==> config.mk <==
export PLATFORM = sky130hd
export DESIGN_NAME = indexed_deque
export DESIGN_NICKNAME = d
export VERILOG_FILES = /design/src/hw/rtl/idq_pkg.sv /design/src/hw/rtl/indexed_deque.sv
export SDC_FILE = /design/constraint.sdc
export NUM_CORES = 2
export LEC_CHECK = 0
export BUFFER_PORTS_ARGS = -buffer_cell sky130_fd_sc_hd__buf_2
export CAP_MARGIN = 20
export CORE_MARGIN = 2
export CORE_UTILIZATION = 25
export CTS_BUF_LIST = sky130_fd_sc_hd__clkbuf_4 sky130_fd_sc_hd__clkbuf_8 sky130_fd_sc_hd__clkbuf_16
export DETAILED_ROUTE_END_ITERATION = 16
export HOLD_SLACK_MARGIN = 0.06
export PLACE_DENSITY = 0.36
export SLEW_MARGIN = 20
export SYNTH_ARGS = -nofsm -noshare
export SYNTH_HDL_FRONTEND = slang
export SYNTH_SLANG_ARGS = --single-unit
==> constraint.sdc <==
create_clock -name clk -period 6.3 [get_ports clk]
set_clock_uncertainty 0.15 [all_clocks]
set_input_delay 0.945 -clock clk [delete_from_list [all_inputs] [get_ports clk]]
set_output_delay 0.945 -clock clk [all_outputs]
set_load 0.01 [all_outputs]
==> src/hw/rtl/idq_pkg.sv <==
// Shared definitions for the indexed deque: operation codes, swap sequencer
// states, default sizes and stream field widths. No dependencies.
package idq_pkg;

  localparam int CAPACITY_DEF   = 64;
  localparam int DATA_WIDTH_DEF = 32;

  // Fixed field widths of the stream payloads.
  localparam int OP_W     = 3;
  localparam int IDX_W    = 6;
  localparam int VALUE_W  = 32;
  localparam int OCC_W    = 7;
  localparam int IN_TDATA_W  = 48;   // value, first_index, second_index, padded
  localparam int IN_TUSER_W  = 4;    // operation, remove_front
  localparam int OUT_TDATA_W = 40;   // data_out, occupancy, padded
  localparam int OUT_TUSER_W = 1;    // error

  typedef enum logic [OP_W-1:0] {
    OP_PUSH_FRONT = 3'd0,
    OP_PUSH_BACK  = 3'd1,
    OP_GET_FRONT  = 3'd2,
    OP_READ_IDX   = 3'd3,
    OP_WRITE_IDX  = 3'd4,
    OP_SWAP       = 3'd5
  } op_t;

  // Swap write-back: first slot, then second slot.
  typedef enum logic [1:0] {
    SW_IDLE   = 2'd0,
    SW_FIRST  = 2'd1,
    SW_SECOND = 2'd2
  } swap_state_t;

endpackage

==> src/hw/rtl/indexed_deque.sv <==
// Indexed deque top level: ring buffer of data words with front pointer and
// count, six operations over a stream interface. Depends on idq_pkg.
//
//  channel | direction | tdata (low bit up)                         | tuser (low bit up)
//  --------+-----------+--------------------------------------------+--------------------------
//  in_     | slave     | value[31:0] first_index[37:32]             | operation[2:0]
//          |           | second_index[43:38], zero pad to 48 bits   | remove_front[3]
//  out_    | master    | data_out[31:0] occupancy[38:32], zero pad  | error[0]
//
// A request is decoded, checked and applied in the cycle it is accepted; its result
// sits in the output register from the next cycle on, so requests follow back to back.
// A legal swap of two different positions is the exception: the one slot write port
// writes the first slot in SW_FIRST and the second in SW_SECOND, with the input held off.
// Reset (synchronous, active low) clears pointers, count, swap state and output valid and
// holds in_tready low. A stalled result holds; a new request enters as the old one leaves.
module indexed_deque #(
  parameter int CAPACITY   = idq_pkg::CAPACITY_DEF,
  parameter int DATA_WIDTH = idq_pkg::DATA_WIDTH_DEF
) (
  input  logic                            clk,
  input  logic                            rst_n,
  // Request channel.
  input  logic                            in_tvalid,
  output logic                            in_tready,
  // tdata: value, first_index, second_index, zero pad.
  input  logic [idq_pkg::IN_TDATA_W-1:0]  in_tdata,
  // tuser: operation, remove_front.
  input  logic [idq_pkg::IN_TUSER_W-1:0]  in_tuser,
  // Result channel.
  output logic                            out_tvalid,
  input  logic                            out_tready,
  // tdata: data_out, occupancy, zero pad.
  output logic [idq_pkg::OUT_TDATA_W-1:0] out_tdata,
  // tuser: error.
  output logic [idq_pkg::OUT_TUSER_W-1:0] out_tuser
);

  localparam int PTR_W = (CAPACITY > 1) ? $clog2(CAPACITY) : 1;
  localparam int CNT_W = $clog2(CAPACITY + 1);
  // Width used to compare request indexes against the count.
  localparam int CMP_W = (CNT_W > idq_pkg::IDX_W) ? CNT_W : idq_pkg::IDX_W;
  localparam logic [PTR_W:0] CAP_EXT  = (PTR_W + 1)'(CAPACITY);
  localparam logic [CNT_W-1:0] CAP_CNT = CNT_W'(CAPACITY);
  localparam int PAD_W = idq_pkg::OUT_TDATA_W - idq_pkg::VALUE_W - idq_pkg::OCC_W;

  // Unpacked request fields.
  logic [idq_pkg::OP_W-1:0]    op;
  logic                        remove_front;
  logic [DATA_WIDTH-1:0]       value;
  logic [idq_pkg::IDX_W-1:0]   first_index;
  logic [idq_pkg::IDX_W-1:0]   second_index;

  assign op           = in_tuser[2:0];
  assign remove_front = in_tuser[3];
  assign value        = DATA_WIDTH'(in_tdata[31:0]);
  assign first_index  = in_tdata[37:32];
  assign second_index = in_tdata[43:38];

  // Architectural state.
  logic [DATA_WIDTH-1:0] slots [CAPACITY];
  logic [PTR_W-1:0]      front_r, front_nxt;
  logic [CNT_W-1:0]      held_r, held_nxt;

  // Result register.
  logic                  out_valid_r;
  logic                  res_err_r, res_err_nxt;
  logic                  res_sel_r, res_sel_nxt;
  logic [CNT_W-1:0]      res_occ_r;
  logic [DATA_WIDTH-1:0] rd_a_r;
  logic [DATA_WIDTH-1:0] rd_b_r;

  // Swap sequencer.
  idq_pkg::swap_state_t  sw_state_r, sw_state_nxt;
  logic [PTR_W-1:0]      sw_a_r, sw_b_r;
  logic                  swap_busy;
  logic                  swap_start;

  // No request is taken while reset is held, so none can be lost to it.
  logic in_acc;
  assign in_tready = rst_n && (!out_valid_r || out_tready) && !swap_busy;
  assign in_acc    = in_tvalid && in_tready;

  // Physical slot of a position from the front. The sum stays below twice
  // the capacity for any legal position, so one conditional subtract wraps it.
  function automatic logic [PTR_W-1:0] phys(input logic [PTR_W-1:0] base,
                                            input logic [PTR_W:0]   offs);
    logic [PTR_W:0] sum;
    sum = {1'b0, base} + offs;
    if (sum >= CAP_EXT) begin
      sum = sum - CAP_EXT;
    end
    return sum[PTR_W-1:0];
  endfunction

  logic [PTR_W-1:0] addr_first, addr_second, addr_back, addr_pfront;
  logic             first_ok, second_ok, full, empty;

  assign addr_first  = phys(front_r, (PTR_W + 1)'(first_index));
  assign addr_second = phys(front_r, (PTR_W + 1)'(second_index));
  assign addr_back   = phys(front_r, (PTR_W + 1)'(held_r));
  assign addr_pfront = (front_r == '0) ? PTR_W'(CAPACITY - 1) : front_r - 1'b1;
  assign first_ok    = CMP_W'(first_index) < CMP_W'(held_r);
  assign second_ok   = CMP_W'(second_index) < CMP_W'(held_r);
  assign full        = (held_r == CAP_CNT);
  assign empty       = (held_r == '0);

  // Decode: error, pointer updates, request-side write and read address.
  logic                  req_we;
  logic [PTR_W-1:0]      req_waddr;
  logic [PTR_W-1:0]      raddr_a;

  always_comb begin
    front_nxt   = front_r;
    held_nxt    = held_r;
    res_err_nxt = 1'b0;
    res_sel_nxt = 1'b0;
    req_we      = 1'b0;
    req_waddr   = addr_first;
    raddr_a     = addr_first;
    swap_start  = 1'b0;
    unique case (op)
      idq_pkg::OP_PUSH_FRONT: begin
        if (full) begin
          res_err_nxt = 1'b1;
        end else begin
          front_nxt = addr_pfront;
          held_nxt  = held_r + 1'b1;
          req_we    = 1'b1;
          req_waddr = addr_pfront;
        end
      end
      idq_pkg::OP_PUSH_BACK: begin
        if (full) begin
          res_err_nxt = 1'b1;
        end else begin
          held_nxt  = held_r + 1'b1;
          req_we    = 1'b1;
          req_waddr = addr_back;
        end
      end
      idq_pkg::OP_GET_FRONT: begin
        raddr_a = front_r;
        if (empty) begin
          res_err_nxt = 1'b1;
        end else begin
          res_sel_nxt = 1'b1;
          if (remove_front) begin
            front_nxt = phys(front_r, (PTR_W + 1)'(1));
            held_nxt  = held_r - 1'b1;
          end
        end
      end
      idq_pkg::OP_READ_IDX: begin
        if (!first_ok) begin
          res_err_nxt = 1'b1;
        end else begin
          res_sel_nxt = 1'b1;
        end
      end
      idq_pkg::OP_WRITE_IDX: begin
        if (!first_ok) begin
          res_err_nxt = 1'b1;
        end else begin
          req_we = 1'b1;
        end
      end
      idq_pkg::OP_SWAP: begin
        if (!first_ok || !second_ok) begin
          res_err_nxt = 1'b1;
        end else begin
          // Swapping a position with itself changes nothing.
          swap_start = (first_index != second_index);
        end
      end
      default: begin
        res_err_nxt = 1'b1;
      end
    endcase
  end

  // Swap sequencer: next state.
  always_comb begin
    sw_state_nxt = sw_state_r;
    unique case (sw_state_r)
      idq_pkg::SW_IDLE: begin
        if (in_acc && swap_start) begin
          sw_state_nxt = idq_pkg::SW_FIRST;
        end
      end
      idq_pkg::SW_FIRST:  sw_state_nxt = idq_pkg::SW_SECOND;
      idq_pkg::SW_SECOND: sw_state_nxt = idq_pkg::SW_IDLE;
      default:            sw_state_nxt = idq_pkg::SW_IDLE;
    endcase
  end

  // Swap sequencer outputs and the single slot write port.
  logic                  mem_we;
  logic [PTR_W-1:0]      mem_waddr;
  logic [DATA_WIDTH-1:0] mem_wdata;

  always_comb begin
    swap_busy = 1'b0;
    mem_we    = in_acc && req_we;
    mem_waddr = req_waddr;
    mem_wdata = value;
    unique case (sw_state_r)
      idq_pkg::SW_IDLE: begin
        swap_busy = 1'b0;
      end
      idq_pkg::SW_FIRST: begin
        swap_busy = 1'b1;
        mem_we    = 1'b1;
        mem_waddr = sw_a_r;
        mem_wdata = rd_b_r;
      end
      idq_pkg::SW_SECOND: begin
        swap_busy = 1'b1;
        mem_we    = 1'b1;
        mem_waddr = sw_b_r;
        mem_wdata = rd_a_r;
      end
      default: begin
        swap_busy = 1'b0;
      end
    endcase
  end

  // Slot store: one write port, two registered read ports sampled at accept.
  always_ff @(posedge clk) begin
    if (mem_we) begin
      slots[mem_waddr] <= mem_wdata;
    end
    if (in_acc) begin
      rd_a_r <= slots[raddr_a];
      rd_b_r <= slots[addr_second];
    end
  end

  // Control state.
  always_ff @(posedge clk) begin
    if (!rst_n) begin
      front_r     <= '0;
      held_r      <= '0;
      out_valid_r <= 1'b0;
      sw_state_r  <= idq_pkg::SW_IDLE;
    end else begin
      sw_state_r <= sw_state_nxt;
      if (in_acc) begin
        front_r     <= front_nxt;
        held_r      <= held_nxt;
        out_valid_r <= 1'b1;
      end else if (out_tready) begin
        out_valid_r <= 1'b0;
      end
    end
  end

  // Result payload and swap addresses, no reset needed.
  always_ff @(posedge clk) begin
    if (in_acc) begin
      res_err_r <= res_err_nxt;
      res_sel_r <= res_sel_nxt;
      res_occ_r <= held_nxt;
      sw_a_r    <= addr_first;
      sw_b_r    <= addr_second;
    end
  end

  logic [idq_pkg::VALUE_W-1:0] data_out;
  assign data_out   = res_sel_r ? idq_pkg::VALUE_W'(rd_a_r) : '0;
  assign out_tvalid = out_valid_r;
  assign out_tdata  = {{PAD_W{1'b0}}, idq_pkg::OCC_W'(res_occ_r), data_out};
  assign out_tuser  = res_err_r;

endmodule

==> run metrics <==
floorplan die height=between 600 and 700 um; Iter 0 DRT Violations=8714; startpoint of the worst register-to-register path=front_r[0]$_SDFFE_PN0P_; deepest clock path buffer count=4; core box area=414000 um^2; pin count of the biggest net entering global routing=around 140; hold depth=3; vias per cell=5.39; total half-perimeter wirelength after legalization and detailed placement=roughly 270 mm; element type at the critical path end=flip-flop; Final Cycle Share=0.851; initial antenna violation count=28; total of flip-flops plus latches after synthesis=2149; power per unit of standard cell area=roughly 320 nW/um^2; area added between synthesis and finish=17.3%; I/O pins=99; Lkg Pwr=slightly below 40 nW; insertion delay to the later sink of the worst-skew pair=around 950 ps; Synth Area in XOR/XNOR=0.00203; worst-margin pin slew=1290 ps; count of flip-flops with a built-in enable after synthesis=2133; Mean Syn Cell Area=14.0 um^2; largest fanout on the critical path=between 50 and 60; Finished Core Util=0.295; number of sinks driven by the clock tree=2149; via count=71500; Hold Path Sink=out_tvalid$_SDFFE_PN0P_; first-pass detailed-route iteration total=8; worst min path class=in2reg; unique cell type count in the Yosys netlist=81; slowest cell delay on critical path=1030 ps; number of fill cells in the layout=41100; aggregate negative setup slack=0 ps; DRC Markers=0; share of synthesized registers carrying an async set or reset=0; post-synth net total=7532; commonest cells after routing, fill and taps aside=2133 x sky130_fd_sc_hd__edfxtp_1, 1502 x sky130_fd_sc_hd__nand2_1, 640 x sky130_fd_sc_hd__mux4_2; CTS-repair resized insts=0; fin cells=13200; relative slew slack=0.135; wire length per cell=32.4 um; Post-CTS Hold Buffers=0; main combinational cell family by area after synthesis=multiplexers; proportion of layout cells with a drive suffix above 1=0.217; max_cap viols=0; Routability Congestion=between 0.8 and 0.9; Sequential Area=between 60000 and 70000 um^2; fraction of the mapped netlist area in compound gates=0.0737; PnR Total Power=0.0388 W; number of clock buffers inserted by TritonCTS=243; clock tree from TritonCTS=yes; Crit path required time=between 6000 and 7000 ps; aggregate global routing overflow=0; overall die area=421000 um^2; # Post-CTS Setup Buffers=0; Final Net Count=7659; kind of start point of the critical path=flip-flop; endpoint of the worst-slack reg-to-reg timing path=rd_a_r[14]$_DFFE_PP_; start-to-end type of the worst setup path=reg2reg; final routed wirelength across all metal layers=429 mm; number of cells on the worst reg-to-reg path=10; gr usage total=0.198; post-synthesis share of cell area spent on full adders, half adders and majority gates=0.00479; internal reg-to-reg setup slack=940 ps; clock root buffer master=sky130_fd_sc_hd__clkbuf_16; primary flip-flop cell chosen by synthesis mapping=sky130_fd_sc_hd__edfxtp_1; area of combinational cells with multiple inputs=37800 um^2; total of buffers placed on input and output ports=between 90 and 100; portion of netlist area occupied by mux cells=0.162; share of synthesized area occupied by flip-flops and latches=0.619; Placed Cells incl. Taps=around 13000; Worst path slowest cell=sky130_fd_sc_hd__nor3_1; leading cell type in the layout, fill and taps excluded=sky130_fd_sc_hd__edfxtp_1; total of endpoints with negative setup slack in the final report=0; worst min-delay path startpoint=out_tready; shortest period the worst path allows=between 5000 and 6000 ps; die outline width=649 um; effective utilization at floorplan=0.251; via count of the first global-routing pass=between 60000 and 70000; status=finished, final reports clean; count of final max-slew check failures=0; synth warn=0; smallest hold slack=just over 200 ps; worst path arrival time=6010 ps; CP Cell Sequence=ha_1, fa_1, mux2i_4, buf_12, nor2_4, buf_4, a32oi_1, a31oi_1, nor3_1, and4_1; number of routed nets with antenna violations=0; RSZ-0062 raised after global routing=no; Final Hold Fails=0; first-pass GRT wire length=588 mm; cell area after synthesis=104000 um^2; number of cell rows=236; simple logic cell fraction of the synthesized area=0.111; maximum clock frequency=approximately 0.19 GHz; H-tree depth=4; Worst-path clk slew=60 ps; gate count after technology mapping=7438; IR Drop Worst-Case VDD=0.235 mV
==> area by class of cell <==
cell class / count / share of cell area
clock buffers: 292 / 0.0537
repair buffers: 510 / 0.0411
diodes: 16 / 0.000328
well taps: 5474 / 0.0561
flip-flops and latches: 2149 / 0.528
inverters: 25 / 0.000790
clock inverters: 146 / 0.0100
multi-input cells: 4636 / 0.310
==> layer usage <==
| metal | global-route usage | part of all wire |
|---|---|---|
| met1 | 0.277 | 0.44 |
| met2 | 0.317 | 0.46 |
| met3 | 0.0313 | 0.067 |
| met4 | 0.0535 | 0.029 |
| met5 | 0 | 0 |
==> cell families after synthesis <==
| family | count (synthesis) |
|---|---|
| multiplexers | 880 |
| AND/OR/NAND/NOR | 2618 |
| XOR/XNOR | 22 |
| AO/OA/AOI/OAI | 1077 |
| buffers and inverters | 653 |
| flip-flops | 2149 |
| adder cells (fa/ha/maj) | 38 |
| other | 1 |
==> worst max path at each step <==
stage / from / endpoint / slack [ps] / depth (start not counted)
after CTS: held_r[1]$_SDFFE_PN0P_ / slots[19][12]$_DFFE_PP_ / 1030 / 10
final: front_r[0]$_SDFFE_PN0P_ / rd_a_r[14]$_DFFE_PP_ / 940 / 10
after floorplan: rst_n / slots[47][0]$_DFFE_PP_ / 180 / 9
after global placement: in_tdata[32] / slots[19][18]$_DFFE_PP_ / 770 / 12
after global routing: front_r[0]$_SDFFE_PN0P_ / slots[19][12]$_DFFE_PP_ / 800 / 11
after detailed placement: in_tdata[32] / rd_a_r[4]$_DFFE_PP_ / 770 / 11
==> synth_stat cells, types with 64 or more instances <==
cell | n | area share
sky130_fd_sc_hd__edfxtp_1 | 2133 | 0.62
sky130_fd_sc_hd__nand2_1 | 1505 | 0.054
sky130_fd_sc_hd__mux4_2 | 640 | 0.14
sky130_fd_sc_hd__nand3_1 | 513 | 0.025
sky130_fd_sc_hd__clkbuf_1 | 340 | 0.012
sky130_fd_sc_hd__a21oi_1 | 272 | 0.013
sky130_fd_sc_hd__mux2i_1 | 237 | 0.023
sky130_fd_sc_hd__buf_2 | 210 | 0.010
sky130_fd_sc_hd__nor2_1 | 196 | 0.0071
sky130_fd_sc_hd__a32oi_1 | 155 | 0.013
sky130_fd_sc_hd__a31oi_1 | 130 | 0.0078
sky130_fd_sc_hd__nor3_1 | 103 | 0.0050
sky130_fd_sc_hd__and3_1 | 96 | 0.0058
sky130_fd_sc_hd__a221oi_1 | 95 | 0.0080
sky130_fd_sc_hd__a22oi_1 | 73 | 0.0053
sky130_fd_sc_hd__a311oi_1 | 67 | 0.0056
sky130_fd_sc_hd__o211ai_1 | 64 | 0.0046
==> worst max-delay path, delay by kind of cell (launching register included) <==
family                     cells  cell delay (ps)
AOI/OAI and AO/OA              2              330
buffers and inverters          2              750
adders and majority gates      2             1010
DFF                            1              830
muxes                          1              430
and+or+nand+nor                3             1590
==> flip-flops by register name (all words and copies together), names as in the netlist <==
name	count
front_r	6
rd_b_r	32
res_sel_r	1
out_tuser	1
sw_state_r	2
sw_b_r	6
rd_a_r	32
slots	2048
res_occ_r	7
out_tvalid	1
held_r	7
sw_a_r	6
==> metrics by stage <==
stage	worst slack (ps)	instance area, um^2
finish	937	122000
global route	803	122000
CTS	1030	122000
detailed placement	771	114000
global placement	767	114000
floorplan	180	104000
==> report_power, final <==
group          leakage [nW]  total [W]  switching, W  internal (W)
sequential             19.3     0.0172      0.000134        0.0170
combinational          16.1    0.00745       0.00526       0.00220
clock                  3.90     0.0142       0.00607       0.00812
total                  39.3     0.0388        0.0115        0.0274
Note: power is estimated with default switching activity, not from simulation.
